## config.mk

```make
export PLATFORM = sky130hd
export DESIGN_NAME = combined_lcg_shuffle_rng_flat
export DESIGN_NICKNAME = d
export VERILOG_FILES = /design/src/hdl/clsr_pkg.sv /design/src/hdl/clsr_if.sv /design/src/hdl/combined_lcg_shuffle_rng.sv /design/src/hdl/clsr_ram.sv /design/src/hdl/clsr_modmul.sv /design/src/flat_wrapper.sv
export SDC_FILE = /design/constraint.sdc
export NUM_CORES = 2
export LEC_CHECK = 0
export ABC_AREA = 1
export BUFFER_PORTS_ARGS = -buffer_cell sky130_fd_sc_hd__buf_2
export CORE_ASPECT_RATIO = 0.6
export CORE_MARGIN = 10
export CORE_UTILIZATION = 60
export CTS_CLUSTER_SIZE = 10
export DETAILED_ROUTE_END_ITERATION = 8
export PLACE_DENSITY = 0.79
export SLEW_MARGIN = 30
export SYNTH_ARGS = -nofsm -noshare
export SYNTH_HDL_FRONTEND = slang
export SYNTH_SLANG_ARGS = --single-unit
```

## constraint.sdc

```tcl
create_clock -name i_clk -period 27.3 [get_ports i_clk]
set_input_delay 4.095 -clock i_clk [delete_from_list [all_inputs] [get_ports i_clk]]
set_output_delay 4.095 -clock i_clk [all_outputs]
set_load 0.02 [all_outputs]
```

## src/hdl/clsr_pkg.sv

```systemverilog
// clsr_pkg: shared constants, op codes and unit handshake structs for the
// combined congruential shuffle generator. No dependencies.

package clsr_pkg;

    // field widths
    localparam int GEN_W      = 31;
    localparam int FRAC_W     = 24;
    localparam int PROD_W     = GEN_W + FRAC_W;

    // default shuffle table depth
    localparam int TABLE_SIZE = 32;

    // generator moduli and multipliers
    localparam logic [31:0] MOD_ONE  = 32'd2147483563;
    localparam logic [31:0] MOD_TWO  = 32'd2147483399;
    localparam logic [15:0] MUL_ONE  = 16'd40014;
    localparam logic [15:0] MUL_TWO  = 16'd40692;

    // 2^31 minus each modulus, used to fold the high part of a product
    localparam logic [7:0]  FOLD_ONE = 8'd85;
    localparam logic [7:0]  FOLD_TWO = 8'd249;

    // wrap added when the shuffled difference drops below one
    localparam logic [31:0] WRAP_ADD = 32'd2147483562;

    // largest fraction code, two steps below unity
    localparam logic [FRAC_W:0] FRAC_MAX = 25'd16777214;

    // reset values
    localparam logic [GEN_W-1:0] SEED_RESET = 31'd1;
    localparam logic [GEN_W-1:0] ONE_RESET  = 31'd1;
    localparam logic [GEN_W-1:0] TWO_RESET  = 31'd123456789;

    // operations of the modular multiply unit
    typedef enum logic [1:0] {
        MM_GEN_ONE = 2'd0,
        MM_GEN_TWO = 2'd1,
        MM_FRAC    = 2'd2
    } t_mm_op;

    typedef struct packed {
        logic             go;
        t_mm_op           op;
        logic [GEN_W-1:0] x;
    } t_mm_req;

    typedef struct packed {
        logic              done;
        t_mm_op            op;
        logic [GEN_W-1:0]  rem;
        logic [FRAC_W:0]   quo;
    } t_mm_rsp;

endpackage

```

## src/hdl/clsr_if.sv

```systemverilog
// clsr_if: valid/ready channel interfaces for requests, results and seed writes.
// Depends on clsr_pkg for field widths.

interface clsr_req_if;
    logic valid;
    logic ready;
    logic restart;
    modport source (output valid, output restart, input ready);
    modport sink   (input valid, input restart, output ready);
endinterface

interface clsr_rsp_if;
    logic                         valid;
    logic                         ready;
    logic [clsr_pkg::GEN_W-1:0]   sample;
    logic [clsr_pkg::FRAC_W-1:0]  fraction_q24;
    modport source (output valid, output sample, output fraction_q24, input ready);
    modport sink   (input valid, input sample, input fraction_q24, output ready);
endinterface

interface clsr_cfg_if;
    logic                       valid;
    logic                       ready;
    logic [clsr_pkg::GEN_W-1:0] seed;
    modport source (output valid, output seed, input ready);
    modport sink   (input valid, input seed, output ready);
endinterface

```

## src/hdl/combined_lcg_shuffle_rng.sv

```systemverilog
// combined_lcg_shuffle_rng: two combined congruential generators with a
// shuffle table, run by a small sequencer over one shared multiply unit.
// Depends on clsr_pkg, clsr_if, clsr_ram and clsr_modmul.
//
// Usage: each request beat on i_req draws one sample; restart=1 first reloads
// both generators from the seed register and refills the shuffle table.
// Each request yields exactly one result beat on o_rsp carrying the 31-bit
// sample and its Q0.24 fraction. The seed is written on i_cfg, which is always
// ready, and should only be written while no draw is in flight.
// A plain draw issues two generator steps back to back on the shared modular
// multiply unit, then a table read, then the fraction step; a restart first
// runs the warm-up steps of generator one that refill the table. The slot
// quotient is worked out while the generator steps are under way.
// One request is in flight at a time: i_req.ready is high only while the
// sequencer is idle, so a new request is taken only once the last result
// has been loaded into the output register.
// Reset restores seed 1, generators 1 and 123456789, last output 0 and an
// all-zero table (per-entry valid bits, no clearing pass). When the receiver
// stalls, the result is held in the output register and the next result
// waits behind it.

module combined_lcg_shuffle_rng #(
    parameter int TABLE_SIZE = clsr_pkg::TABLE_SIZE
) (
    input  logic       i_clk,
    input  logic       i_rst_n,
    clsr_req_if.sink   i_req,
    clsr_rsp_if.source o_rsp,
    clsr_cfg_if.sink   i_cfg
);

    localparam int GW = clsr_pkg::GEN_W;
    localparam int FW = clsr_pkg::FRAC_W;
    localparam int AW = $clog2(TABLE_SIZE);
    localparam int QW = AW + 1;
    localparam int RW = AW + QW + 1;
    localparam int EW = GW + RW;
    localparam int CW = $clog2(TABLE_SIZE + 8);
    localparam int NW = 2;
    localparam logic [31:0]   NDIV    = 32'd1 + (clsr_pkg::MOD_ONE - 32'd2) / TABLE_SIZE;
    // reciprocal of the slot width scaled by 2^(GW+QW), rounded down
    localparam logic [RW-1:0] RECIP   = RW'((64'd1 << (GW + QW)) / 64'(NDIV));

    typedef enum logic [9:0] {
        S_IDLE      = 10'b00_0000_0001,
        S_WARM_GO   = 10'b00_0000_0010,
        S_WARM_WAIT = 10'b00_0000_0100,
        S_DRAW_GO   = 10'b00_0000_1000,
        S_DRAW_TWO  = 10'b00_0001_0000,
        S_DRAW_WAIT = 10'b00_0010_0000,
        S_READ      = 10'b00_0100_0000,
        S_COMBINE   = 10'b00_1000_0000,
        S_FRAC_WAIT = 10'b01_0000_0000,
        S_EMIT      = 10'b10_0000_0000
    } t_state;

    t_state                r_state,      n_state;
    logic [GW-1:0]         r_seed,       n_seed;
    logic [GW-1:0]         r_fg,         n_fg;
    logic [GW-1:0]         r_sg,         n_sg;
    logic [GW-1:0]         r_last,       n_last;
    logic [CW-1:0]         r_cnt,        n_cnt;
    logic [TABLE_SIZE-1:0] r_valid,      n_valid;
    logic [GW-1:0]         r_div_rem,    n_div_rem;
    logic [QW-1:0]         r_div_q,      n_div_q;
    logic [NW-1:0]         r_div_n,      n_div_n;
    logic                  r_two_ok,     n_two_ok;
    logic [FW-1:0]         r_frac,       n_frac;
    logic                  r_out_vld,    n_out_vld;
    logic [GW-1:0]         r_out_sample, n_out_sample;
    logic [FW-1:0]         r_out_frac,   n_out_frac;

    clsr_pkg::t_mm_req mm_req;
    clsr_pkg::t_mm_rsp mm_rsp;

    logic          ram_we;
    logic [AW-1:0] ram_waddr;
    logic [GW-1:0] ram_wdata;
    logic          ram_re;
    logic [AW-1:0] ram_raddr;
    logic [GW-1:0] ram_rdata;

    logic          accept;
    logic [31:0]   seed_sub;
    logic [GW-1:0] seed_red;
    logic [GW-1:0] seed_x;
    logic [EW-1:0] est_prod;
    logic [QW-1:0] est_q;
    logic [31:0]   div_back;
    logic          div_ge;
    logic [AW-1:0] slot;
    logic [GW-1:0] tab_val;
    logic          tab_le;
    logic [31:0]   draw_sum;
    logic [FW-1:0] frac_clamp;

    // shared modular multiply unit
    clsr_modmul u_modmul (
        .i_clk   (i_clk),
        .i_rst_n (i_rst_n),
        .i_req   (mm_req),
        .o_rsp   (mm_rsp)
    );

    // shuffle table storage
    clsr_ram #(
        .WIDTH (GW),
        .DEPTH (TABLE_SIZE)
    ) u_table (
        .i_clk   (i_clk),
        .i_we    (ram_we),
        .i_waddr (ram_waddr),
        .i_wdata (ram_wdata),
        .i_re    (ram_re),
        .i_raddr (ram_raddr),
        .o_rdata (ram_rdata)
    );

    // handshakes
    assign i_req.ready  = (r_state == S_IDLE);
    assign accept       = i_req.valid && (r_state == S_IDLE);
    assign i_cfg.ready  = 1'b1;
    assign o_rsp.valid        = r_out_vld;
    assign o_rsp.sample       = r_out_sample;
    assign o_rsp.fraction_q24 = r_out_frac;

    // seed reduced once below the first modulus, zero mapped to one
    assign seed_sub = {1'b0, r_seed} - clsr_pkg::MOD_ONE;
    assign seed_red = ({1'b0, r_seed} >= clsr_pkg::MOD_ONE) ? seed_sub[GW-1:0] : r_seed;
    assign seed_x   = (seed_red == '0) ? GW'(1) : seed_red;

    // slot estimate by reciprocal multiply, low by at most one
    assign est_prod = EW'(r_last) * EW'(RECIP);
    assign est_q    = est_prod[EW-1:GW+QW];

    // one compare and subtract corrects the estimate
    assign div_back = 32'(r_div_q) * NDIV;
    assign div_ge   = ({1'b0, r_div_rem} >= NDIV);
    assign slot     = (r_div_q >= QW'(TABLE_SIZE)) ? AW'(TABLE_SIZE - 1) : r_div_q[AW-1:0];

    // shuffled difference with wrap, entries never written read as zero
    assign tab_val  = r_valid[slot] ? ram_rdata : '0;
    assign tab_le   = (tab_val <= r_sg);
    assign draw_sum = {1'b0, tab_val} - {1'b0, r_sg}
                    + (tab_le ? clsr_pkg::WRAP_ADD : 32'd0);

    // fraction clamped two steps below unity
    assign frac_clamp = (mm_rsp.quo > clsr_pkg::FRAC_MAX) ? clsr_pkg::FRAC_MAX[FW-1:0]
                                                          : mm_rsp.quo[FW-1:0];

    // sequencer
    always_comb begin
        n_state      = r_state;
        n_seed       = r_seed;
        n_fg         = r_fg;
        n_sg         = r_sg;
        n_last       = r_last;
        n_cnt        = r_cnt;
        n_valid      = r_valid;
        n_div_rem    = r_div_rem;
        n_div_q      = r_div_q;
        n_div_n      = r_div_n;
        n_two_ok     = r_two_ok;
        n_frac       = r_frac;
        n_out_vld    = r_out_vld;
        n_out_sample = r_out_sample;
        n_out_frac   = r_out_frac;

        mm_req.go = 1'b0;
        mm_req.op = clsr_pkg::MM_GEN_ONE;
        mm_req.x  = r_fg;

        ram_we    = 1'b0;
        ram_waddr = slot;
        ram_wdata = r_fg;
        ram_re    = 1'b0;
        ram_raddr = slot;

        // seed write beat
        if (i_cfg.valid) begin
            n_seed = i_cfg.seed;
        end

        // result beat taken
        if (r_out_vld && o_rsp.ready) begin
            n_out_vld = 1'b0;
        end

        // slot quotient: remainder of the estimate, then the correcting step
        if (r_div_n == NW'(2)) begin
            n_div_rem = r_last - div_back[GW-1:0];
            n_div_n   = NW'(1);
        end else if (r_div_n == NW'(1)) begin
            n_div_q   = r_div_q + QW'(div_ge);
            n_div_n   = '0;
        end

        case (r_state)
            S_IDLE: begin
                if (accept) begin
                    if (i_req.restart) begin
                        n_sg    = seed_x;
                        n_fg    = seed_x;
                        n_cnt   = CW'(TABLE_SIZE + 7);
                        n_state = S_WARM_GO;
                    end else begin
                        n_state = S_DRAW_GO;
                    end
                end
            end
            S_WARM_GO: begin
                mm_req.go = 1'b1;
                n_state   = S_WARM_WAIT;
            end
            S_WARM_WAIT: begin
                if (mm_rsp.done) begin
                    n_fg = mm_rsp.rem;
                    if (r_cnt < CW'(TABLE_SIZE)) begin
                        ram_we    = 1'b1;
                        ram_waddr = r_cnt[AW-1:0];
                        ram_wdata = mm_rsp.rem;
                        n_valid[r_cnt[AW-1:0]] = 1'b1;
                    end
                    if (r_cnt == '0) begin
                        n_last  = mm_rsp.rem;
                        n_state = S_DRAW_GO;
                    end else begin
                        n_cnt   = r_cnt - CW'(1);
                        n_state = S_WARM_GO;
                    end
                end
            end
            S_DRAW_GO: begin
                mm_req.go = 1'b1;
                n_div_q   = est_q;
                n_div_n   = NW'(2);
                n_two_ok  = 1'b0;
                n_state   = S_DRAW_TWO;
            end
            S_DRAW_TWO: begin
                mm_req.go = 1'b1;
                mm_req.op = clsr_pkg::MM_GEN_TWO;
                mm_req.x  = r_sg;
                n_state   = S_DRAW_WAIT;
            end
            S_DRAW_WAIT: begin
                if (mm_rsp.done) begin
                    if (mm_rsp.op == clsr_pkg::MM_GEN_TWO) begin
                        n_sg     = mm_rsp.rem;
                        n_two_ok = 1'b1;
                    end else begin
                        n_fg = mm_rsp.rem;
                    end
                end
                if (r_two_ok && (r_div_n == '0)) begin
                    n_state = S_READ;
                end
            end
            S_READ: begin
                ram_re  = 1'b1;
                n_state = S_COMBINE;
            end
            S_COMBINE: begin
                ram_we        = 1'b1;
                n_valid[slot] = 1'b1;
                n_last        = draw_sum[GW-1:0];
                mm_req.go     = 1'b1;
                mm_req.op     = clsr_pkg::MM_FRAC;
                mm_req.x      = draw_sum[GW-1:0];
                n_state       = S_FRAC_WAIT;
            end
            S_FRAC_WAIT: begin
                if (mm_rsp.done) begin
                    n_frac  = frac_clamp;
                    n_state = S_EMIT;
                end
            end
            S_EMIT: begin
                if (!r_out_vld || o_rsp.ready) begin
                    n_out_vld    = 1'b1;
                    n_out_sample = r_last;
                    n_out_frac   = r_frac;
                    n_state      = S_IDLE;
                end
            end
            default: begin
                n_state = S_IDLE;
            end
        endcase
    end

    // control and generator state
    always_ff @(posedge i_clk) begin
        if (!i_rst_n) begin
            r_state   <= S_IDLE;
            r_seed    <= clsr_pkg::SEED_RESET;
            r_fg      <= clsr_pkg::ONE_RESET;
            r_sg      <= clsr_pkg::TWO_RESET;
            r_last    <= '0;
            r_valid   <= '0;
            r_div_n   <= '0;
            r_two_ok  <= 1'b0;
            r_out_vld <= 1'b0;
        end else begin
            r_state   <= n_state;
            r_seed    <= n_seed;
            r_fg      <= n_fg;
            r_sg      <= n_sg;
            r_last    <= n_last;
            r_valid   <= n_valid;
            r_div_n   <= n_div_n;
            r_two_ok  <= n_two_ok;
            r_out_vld <= n_out_vld;
        end
    end

    // payload registers
    always_ff @(posedge i_clk) begin
        r_cnt        <= n_cnt;
        r_div_rem    <= n_div_rem;
        r_div_q      <= n_div_q;
        r_frac       <= n_frac;
        r_out_sample <= n_out_sample;
        r_out_frac   <= n_out_frac;
    end

endmodule

```

## src/hdl/clsr_ram.sv

```systemverilog
// clsr_ram: generic single-write, single-read RAM with registered read data.
// Depends on clsr_pkg for default sizes.

module clsr_ram #(
    parameter int  WIDTH = clsr_pkg::GEN_W,
    parameter int  DEPTH = clsr_pkg::TABLE_SIZE,
    localparam int AW    = $clog2(DEPTH)
) (
    input  logic             i_clk,
    input  logic             i_we,
    input  logic [AW-1:0]    i_waddr,
    input  logic [WIDTH-1:0] i_wdata,
    input  logic             i_re,
    input  logic [AW-1:0]    i_raddr,
    output logic [WIDTH-1:0] o_rdata
);

    logic [WIDTH-1:0] mem [DEPTH];
    logic [WIDTH-1:0] r_rdata;

    // write port
    always_ff @(posedge i_clk) begin
        if (i_we) begin
            mem[i_waddr] <= i_wdata;
        end
    end

    // registered read port
    always_ff @(posedge i_clk) begin
        if (i_re) begin
            r_rdata <= mem[i_raddr];
        end
    end

    assign o_rdata = r_rdata;

endmodule

```

## src/hdl/clsr_modmul.sv

```systemverilog
// clsr_modmul: two-stage modular multiply / constant divide unit shared by
// both generators and the fraction step. Depends on clsr_pkg.

module clsr_modmul (
    input  logic              i_clk,
    input  logic              i_rst_n,
    input  clsr_pkg::t_mm_req i_req,
    output clsr_pkg::t_mm_rsp o_rsp
);

    localparam int PW = clsr_pkg::PROD_W;
    localparam logic [32:0] MOD_ONE_X2 = {clsr_pkg::MOD_ONE, 1'b0};

    logic                        r_a_vld;
    clsr_pkg::t_mm_op            r_a_op;
    logic [PW-1:0]               r_a_val;
    logic                        r_b_vld;
    clsr_pkg::t_mm_op            r_b_op;
    logic [32:0]                 r_b_sum;
    logic [clsr_pkg::FRAC_W-1:0] r_b_hi;

    logic [15:0]                 mul_k;
    logic [46:0]                 prod;
    logic [PW-1:0]               n_a_val;
    logic [7:0]                  fold_k;
    logic [clsr_pkg::FRAC_W-1:0] a_hi;
    logic [32:0]                 n_b_sum;
    logic [31:0]                 mod_k;
    logic                        ge_one;
    logic                        ge_two;
    logic [32:0]                 sub_val;

    // stage a: raw product, or the sample shifted up for the fraction
    assign mul_k = (i_req.op == clsr_pkg::MM_GEN_TWO) ? clsr_pkg::MUL_TWO
                                                      : clsr_pkg::MUL_ONE;
    assign prod  = 47'(i_req.x) * 47'(mul_k);

    always_comb begin
        case (i_req.op)
            clsr_pkg::MM_FRAC: n_a_val = {i_req.x, {clsr_pkg::FRAC_W{1'b0}}};
            default:           n_a_val = PW'(prod);
        endcase
    end

    // stage b: fold bits above 2^31 back in as hi * (2^31 - modulus)
    assign fold_k  = (r_a_op == clsr_pkg::MM_GEN_TWO) ? clsr_pkg::FOLD_TWO
                                                      : clsr_pkg::FOLD_ONE;
    assign a_hi    = r_a_val[PW-1:clsr_pkg::GEN_W];
    assign n_b_sum = 33'(a_hi) * 33'(fold_k) + 33'(r_a_val[clsr_pkg::GEN_W-1:0]);

    always_ff @(posedge i_clk) begin
        if (!i_rst_n) begin
            r_a_vld <= 1'b0;
            r_b_vld <= 1'b0;
        end else begin
            r_a_vld <= i_req.go;
            r_b_vld <= r_a_vld;
        end
    end

    always_ff @(posedge i_clk) begin
        if (i_req.go) begin
            r_a_op  <= i_req.op;
            r_a_val <= n_a_val;
        end
        if (r_a_vld) begin
            r_b_op  <= r_a_op;
            r_b_sum <= n_b_sum;
            r_b_hi  <= a_hi;
        end
    end

    // final correction: folded sum stays below twice the modulus
    assign mod_k   = (r_b_op == clsr_pkg::MM_GEN_TWO) ? clsr_pkg::MOD_TWO
                                                      : clsr_pkg::MOD_ONE;
    assign ge_one  = (r_b_sum >= {1'b0, mod_k});
    assign ge_two  = (r_b_sum >= MOD_ONE_X2);
    assign sub_val = r_b_sum - {1'b0, mod_k};

    assign o_rsp.done = r_b_vld;
    assign o_rsp.op   = r_b_op;
    assign o_rsp.rem  = ge_one ? sub_val[clsr_pkg::GEN_W-1:0]
                               : r_b_sum[clsr_pkg::GEN_W-1:0];
    assign o_rsp.quo  = {1'b0, r_b_hi} + 25'(ge_one) + 25'(ge_two);

endmodule

```

## src/flat_wrapper.sv

```systemverilog
// flat-port wrapper written by rule: the top's interface ports become plain ports
module combined_lcg_shuffle_rng_flat 
#(
    parameter int TABLE_SIZE = clsr_pkg::TABLE_SIZE
)
  (i_clk, i_rst_n, i_req_valid, i_req_restart, i_req_ready, o_rsp_valid, o_rsp_sample, o_rsp_fraction_q24, o_rsp_ready, i_cfg_valid, i_cfg_seed, i_cfg_ready);
  clsr_req_if i_req_i ();
  clsr_rsp_if o_rsp_i ();
  clsr_cfg_if i_cfg_i ();
  input  logic i_clk;
  input  logic i_rst_n;
  input wire logic [$bits(i_req_i.valid)-1:0] i_req_valid;
  input wire logic [$bits(i_req_i.restart)-1:0] i_req_restart;
  output wire logic [$bits(i_req_i.ready)-1:0] i_req_ready;
  output wire logic [$bits(o_rsp_i.valid)-1:0] o_rsp_valid;
  output wire logic [$bits(o_rsp_i.sample)-1:0] o_rsp_sample;
  output wire logic [$bits(o_rsp_i.fraction_q24)-1:0] o_rsp_fraction_q24;
  input wire logic [$bits(o_rsp_i.ready)-1:0] o_rsp_ready;
  input wire logic [$bits(i_cfg_i.valid)-1:0] i_cfg_valid;
  input wire logic [$bits(i_cfg_i.seed)-1:0] i_cfg_seed;
  output wire logic [$bits(i_cfg_i.ready)-1:0] i_cfg_ready;
  assign i_req_i.valid = i_req_valid;
  assign i_req_i.restart = i_req_restart;
  assign i_req_ready = i_req_i.ready;
  assign o_rsp_valid = o_rsp_i.valid;
  assign o_rsp_sample = o_rsp_i.sample;
  assign o_rsp_fraction_q24 = o_rsp_i.fraction_q24;
  assign o_rsp_i.ready = o_rsp_ready;
  assign i_cfg_i.valid = i_cfg_valid;
  assign i_cfg_i.seed = i_cfg_seed;
  assign i_cfg_ready = i_cfg_i.ready;
  combined_lcg_shuffle_rng #(.TABLE_SIZE(TABLE_SIZE)) u_core (.i_clk(i_clk), .i_rst_n(i_rst_n), .i_req(i_req_i), .o_rsp(o_rsp_i), .i_cfg(i_cfg_i));
endmodule
```

; ---- Word level (Yosys, flattened, before mapping)
; Memories as Yosys holds them, arrays and structs flattened. A register that Yosys moved wholly into a read port is not among the register bits.
; Cells that the tools add are included.
[totals]
regBits = 410
ramBits = 992
input_bits = 37
out_inout_bits = 58
elab_cells = 186
n_memories = 1
[memory_table]
columns = name, words, word_bits, rd, rd_clocked_by_memory_dff, write_ports, line
row1 = u_core.u_table.mem, 32, 31, 1, 1, 1, clsr_ram.sv:18  ; logic [WIDTH-1:0] mem [DEPTH];
[classes]
n_addsub = 10
mul = 3
n_lt_le_gt_ge = 12
eq_ne = 29
muxes = 70
bitwise_logic = 4
n_reduce_logical = 31
[op_table]
columns = cell, count
row1 = 31-bit two-way mux, 17
row2 = 31-bit case mux with 2 select lines, 2
row3 = 10-bit case mux with 10 select lines, 1
row4 = 31-bit case mux with 3 select lines, 1
row5 = 31-bit subtractor, 3
row6 = 33-bit case mux with 2 select lines, 1
row7 = 32-bit two-way mux, 2
row8 = 32-bit bitwise OR, 2
row9 = 32-bit case mux with 2 select lines, 1
row10 = 10-bit two-way mux, 6
row11 = 31-bit by 16-bit multiplier with 47-bit output, 1
row12 = 47-bit two-way mux, 1
row13 = 5-bit two-way mux, 7
row14 = 32-bit by 31-bit adder with 33-bit output, 1
row15 = 33-bit by 31-bit greater-or-equal comparator with 1-bit output, 1
row16 = "33-bit by 32-bit greater-or-equal comparator with 1-bit output, second input constant", 1
row17 = 24-bit by 8-bit multiplier with 32-bit output, 1
row18 = 31-bit adder, 1
row19 = "31-bit by 26-bit greater-or-equal comparator with 1-bit output, second input constant", 1
row20 = "31-bit greater-or-equal comparator, second input constant", 1
row21 = 31-bit <= comparator, 1
row22 = 31-bit zero test, 1
row23 = "31-bit subtractor, second input constant", 1
row24 = "6-bit by 25-bit multiplier with 30-bit output, second input constant", 1
row25 = 46 further kinds, 103

; ---- Depth between registers and ports, before layout
[depth]
word_depth = 13
depth_mapped = 71
ltp_nobuf = 68

; ---- By module
; A second synthesis with hierarchy kept.
[unflattened]
cells_unflattened = 8868
area_unflattened_um2 = 84365.9
[by_module_without_submodules]
columns = module, n_inst, cells_each, area_per_inst_um2, seq_area_each_um2
row1 = clsr_ram, 1, 3426, 40990.6, 30719.5
row2 = clsr_modmul, 1, 2918, 24156.9, 3463.3
row3 = combined_lcg_shuffle_rng, 1, 2524, 19218.4, 7026.7

; ---- Worst setup path after synthesis
; OpenSTA, ideal clock, no wires.
[synth_timing]
path_kind = register -> register
start = register u_core.r_div_q[0]
end = register u_core.u_modmul.r_a_val[35], data pin
setup_time_ns = 0.254
arrival_ns = 11.913
required_time_ns = 27.046
setup_slack_ns = 15.133
path_stages_with_launch = 62
period_less_slack_ns = 12.167
path_cell_list = edfxtp_1 -> inv_2 -> buf_1 -> ha_1 -> nand3_4 -> nand2_2 -> nor2_4 -> inv_2 -> nand2_2 -> nor2_2 -> nand2_1 -> nand2_1 -> nor2_2 -> nand2_1 -> buf_2 -> buf_2 -> nor2_1 -> ha_1 -> [... 26 more ...] -> fa_1 -> fa_1 -> fa_1 -> inv_1 -> fa_1 -> inv_1 -> ha_1 -> a21oi_1 -> nor2_1 -> nor2_1 -> nor2_1 -> nor2_1 -> nand2_1 -> a21oi_1 -> o21ai_0 -> a21oi_1 -> xnor2_1 -> o21a_1
[synth_between]
elab_chain_cells = 11
word_cells_on_any_way = 12
[synth_lines]
columns = item, line
row1 = "start, declared", combined_lcg_shuffle_rng.sv:65  ; logic [QW-1:0] r_div_q, n_div_q;
row2 = "start signal, assigned", combined_lcg_shuffle_rng.sv:321  ; r_div_q <= n_div_q;
row3 = 6-bit greater-or-equal comparator, combined_lcg_shuffle_rng.sv:139  ; assign slot = (r_div_q >= QW'(TABLE_SIZE)) ? AW'(TABLE_SIZE - 1) : r_div_q[AW-1:0];
row4 = 5-bit two-way mux *, combined_lcg_shuffle_rng.sv:139
row5 = 1-bit binary-select mux with 5-bit select *, combined_lcg_shuffle_rng.sv:142  ; assign tab_val = r_valid[slot] ? ram_rdata : '0;
row6 = 1-bit two-way mux (implied by the code) *, combined_lcg_shuffle_rng.sv:142
row7 = 31-bit two-way mux *, combined_lcg_shuffle_rng.sv:142
row8 = 31-bit <= comparator, combined_lcg_shuffle_rng.sv:143  ; assign tab_le = (tab_val <= r_sg);
row9 = 31-bit two-way mux, combined_lcg_shuffle_rng.sv:145  ; + (tab_le ? clsr_pkg::WRAP_ADD : 32'd0);
row10 = 31-bit adder *, combined_lcg_shuffle_rng.sv:145
row11 = 33-bit case mux with 2 select lines *, combined_lcg_shuffle_rng.sv:198  ; case (r_state)
row12 = 31-bit by 16-bit multiplier with 47-bit output, clsr_modmul.sv:36  ; assign prod = 47'(i_req.x) * 47'(mul_k);
row13 = 47-bit two-way mux *, clsr_modmul.sv:39  ; case (i_req.op)
row14 = net u_core.u_modmul.n_a_val[35], clsr_modmul.sv:24  ; logic [PW-1:0] n_a_val;
row15 = "end signal, assigned", clsr_modmul.sv:64  ; r_a_val <= n_a_val;
row16 = "end, declared", clsr_modmul.sv:16  ; logic [PW-1:0] r_a_val;
; Mark *: on every way through the listed nets, which the timed path passes. The rest lies on a longest branch. The select of a mux whose other input is x is not followed.
; A chain may end at the register's enable or synchronous reset.

; ---- Worst setup path in the final report
[layout_timing]
start = register u_core.r_div_q[0]
end = register u_core.u_modmul.r_a_val[33], data pin
; Same word-level chain as after synthesis.

==> flow_summary.toml <==
[placement]
detailed_place_hpwl_um = 212500
dpl.cell_count = 9410
gp_congestion = 1.039
place_area_um2 = 83920
numPortBuffers = 93

[worst_setup_path]
crit_cells = 56
endpoint_kind = "register"
rr_worst_depth = 56
crit_path_start_kind = "register"
worstSetupPathType = "reg2reg"
crit_end = "u_core.u_modmul.r_a_val[33]"
cp.buffers_inverters = 14
r2r_slack_ns = 11.66
crit_arrival_ns = 16.33
cp-startpoint = "u_core.r_div_q[0]"
path_common_cell = "nand2_1"
path_delay_family = "adder cells"
cp_slowest_cell = "a22oi_1"
r2r-start = "u_core.r_div_q[0]"
cp_slowest_stage_delay_ns = 0.86
crit_fanout = 29
crit_required_ns = 27.99
rr_endpoint = "u_core.u_modmul.r_a_val[33]"

[sta]
setup_viol = 0
min_period_ns = 15.64
final.period_utilization = 0.5730
final_max_slew_viol_count = 0
hold_viol_final = 0
skew_ns = 0.09200
rsz0062_at_grt = "false"
worst_pin_slew_ns = 1.167
tns_ns = 0
fmax_mhz = 63.93
max-slew-margin-rel = 0.2194

[grt]
antenna_found_initial = 23
grt_max_degree = 104
grt_pass1_vias = 59400
grt-ovfl-total = 0
grt_pass1_wl_um = 416400
track_usage = 0.3798

[finish]
fillers = 10150
post-route-util = 0.6624
finalNonFillerCells = 9656
layout-area-overhead-vs-synth_pct = 9.593
design_area_um2 = 88780
final_layout_size_suffix_gt1_frac = 0.07230
fin_nets = 8664

[clock_network]
clkSinkCount = 1430
cts_tree = "built"
post_cts_buffers = 0
clk_latency_ns = 0.85
postCtsHoldBufs = 0
cts_buffer_depth = 3
clk_pin_slew_ns = 0.07
cts_root_buf = "clkbuf_16"
cts_resized = 0
cts_buffers = 163
htreeDepth = 4

[floorplan]
die_x_um = 494.4
die-area_um2 = 150600
fp.dieH_um = 304.6
core_area_um2 = 134000
ios = 95
row_count = 104
start_util = 0.6044

[synthesis]
synthCells = 7645
ys_seq_area_frac = 0.5087
yosysUniqueCellTypes = 59
ys_ff_latch = 1430
synth_edf_count = 1257
syn_area_per_cell_um2 = 10.60
postSynth.asyncResetShare = 0
synth_top_flop_cell = "edfxtp_1"
yosysWarnings = 0
syn-cell-area_um2 = 81010

[routing]
vias_per_cell = 6.452
final_antenna_net_count = 0
via_count = 62300
drtPass1Iterations = 9
routedWlPerCell_um = 30.21
wl_um = 291700
drt_iter0_drc = 11280
drc_errors = 3

[run_status]
violations = "design-rule violations"
status = "finished with violations"

[worst_hold_path]
hp-class = "reg2reg"
worstHoldStart = "u_core.r_frac[7]"

[flow_run]
max_cap_violations = 0
## Yosys cell counts (4+ instances only)
cell       instances  area, um^2
edfxtp_1        1257       37750
inv_1           1203        4516
nand2_1         1184        4444
nor2_1           500        1877
a22oi_1          497        3731
a21oi_1          475        2377
fa_1             465        9309
ha_1             387        4842
nand3_1          313        1567
o21ai_0          263        1316
dfxtp_1          173        3463
clkbuf_1         128       480.5
xor2_1           108       945.9
buf_2             90       450.4
nand4_1           85       531.8
nor3_1            73       365.4
nor4_1            45       281.5
xnor2_1           45       394.1
or2_2             44       275.3
a31oi_1           39       244.0
o21ai_1           36       180.2
inv_2             27       101.4
a21o_1            20       150.1
buf_1             20       75.07
o211ai_1          20       150.1
o21bai_1          17       127.6
nor2_2            15       93.84
a21boi_0          11       82.58
o21a_1            10       75.07
a211oi_1           9       67.56
nand3b_1           9       67.56
a2111oi_0          8       70.07
buf_4              8       60.06
nor2_4             5       56.30
nor3_2             5       50.05
and3_1             4       25.02
o22ai_1            4       25.02
o31ai_1            4       30.03
## how the worst min path moves through the flow
stage / end / cells past startpoint / slack (ns)
after floorplan: u_core.o_rsp.fraction_q24[0] / 0 / 0.40
after global placement: u_core.o_rsp.fraction_q24[2] / 0 / 0.40
after detailed placement: u_core.o_rsp.fraction_q24[16] / 0 / 0.40
after CTS: u_core.o_rsp.fraction_q24[7] / 0 / 0.41
after global routing: u_core.o_rsp.fraction_q24[7] / 0 / 0.42
final: u_core.o_rsp.fraction_q24[7] / 0 / 0.41
## cells in the final DEF, fill, tap and decap left out, types with 47 or more instances in the layout
cell	count
buf_2	94
nor3_1	71
o21ai_0	251
a22oi_1	497
nand4_1	85
xor2_1	108
inv_1	1190
clkbuf_16	163
buf_4	115
nand2_1	1182
ha_1	387
a21oi_1	475
nor2_1	461
dfxtp_1	172
fa_1	465
edfxtp_1	1257
nand3_1	313
clkbuf_1	47
## sequential cells by signal (all words and copies together), names as in the netlist, 32 cells and up
signal                   count
u_core.u_table.mem         992
u_core.u_modmul.r_b_sum     33
u_core.r_valid              32
u_core.u_modmul.r_a_val     54
## cell type report
cell class | count | area (um^2) | share of cell area
Tap cell | 1802 | 2255 | 0.02540
Multi-Input combinational cell | 4734 | 34450 | 0.3881
Sequential cell | 1430 | 41210 | 0.4642
Clock inverter | 21 | 488.0 | 0.005497
Timing Repair Buffer | 213 | 1429 | 0.01609
Inverter | 1233 | 4643 | 0.05230
Clock buffer | 211 | 4269 | 0.04809
Antenna cell | 12 | 30.03 | 0.0003382
## cells by family (layout without fill, tap and decap cells)
| family | Yosys count | after routing | share of synthesized area |
|---|---|---|---|
| adders and majority gates | 852 | 852 | 0.1747 |
| buffers and inverters | 1482 | 1678 | 0.07071 |
| DFF | 1430 | 1430 | 0.5087 |
| and+or+nand+nor | 2295 | 2295 | 0.1206 |
| AOI/OAI and AO/OA | 1432 | 1432 | 0.1087 |
| xor gates and xnor gates | 153 | 153 | 0.01654 |
| other | 1 | 14 | 0.00004629 |
## through the flow
| step | setup slack (ns) | hold WS, ns |
|---|---|---|
| after CTS | 12.16 | 0.4123 |
| after detailed placement | 12.17 | 0.4045 |
| after floorplan | 15.13 | 0.4003 |
| final | 11.66 | 0.4129 |
| after global placement | 11.62 | 0.4008 |
| after global routing | 10.86 | 0.4190 |
## worst register-to-register path, delay by kind of cell, from the launching register on
kind	cells	cell delay, ns
compound gates	8	2.90
simple gates	21	4.16
xor+xnor	1	0.49
flops	1	0.46
fa+ha+maj	12	5.12
buf+inv	14	2.43
## metal layers
| layer | global-route usage | part of all wire | wire (um) |
|---|---|---|---|
| met2 | 0.4621 | 0.37 | 107000 |
| met3 | 0.2047 | 0.19 | 56700 |
| met5 | 0.01525 | 0.0018 | 534 |
| met1 | 0.5804 | 0.41 | 120600 |
| met4 | 0.08573 | 0.024 | 6860 |
Power is left out: the tool's default activity adds up to more than one toggle a clock period on the data nets, which glitch-free logic cannot reach.
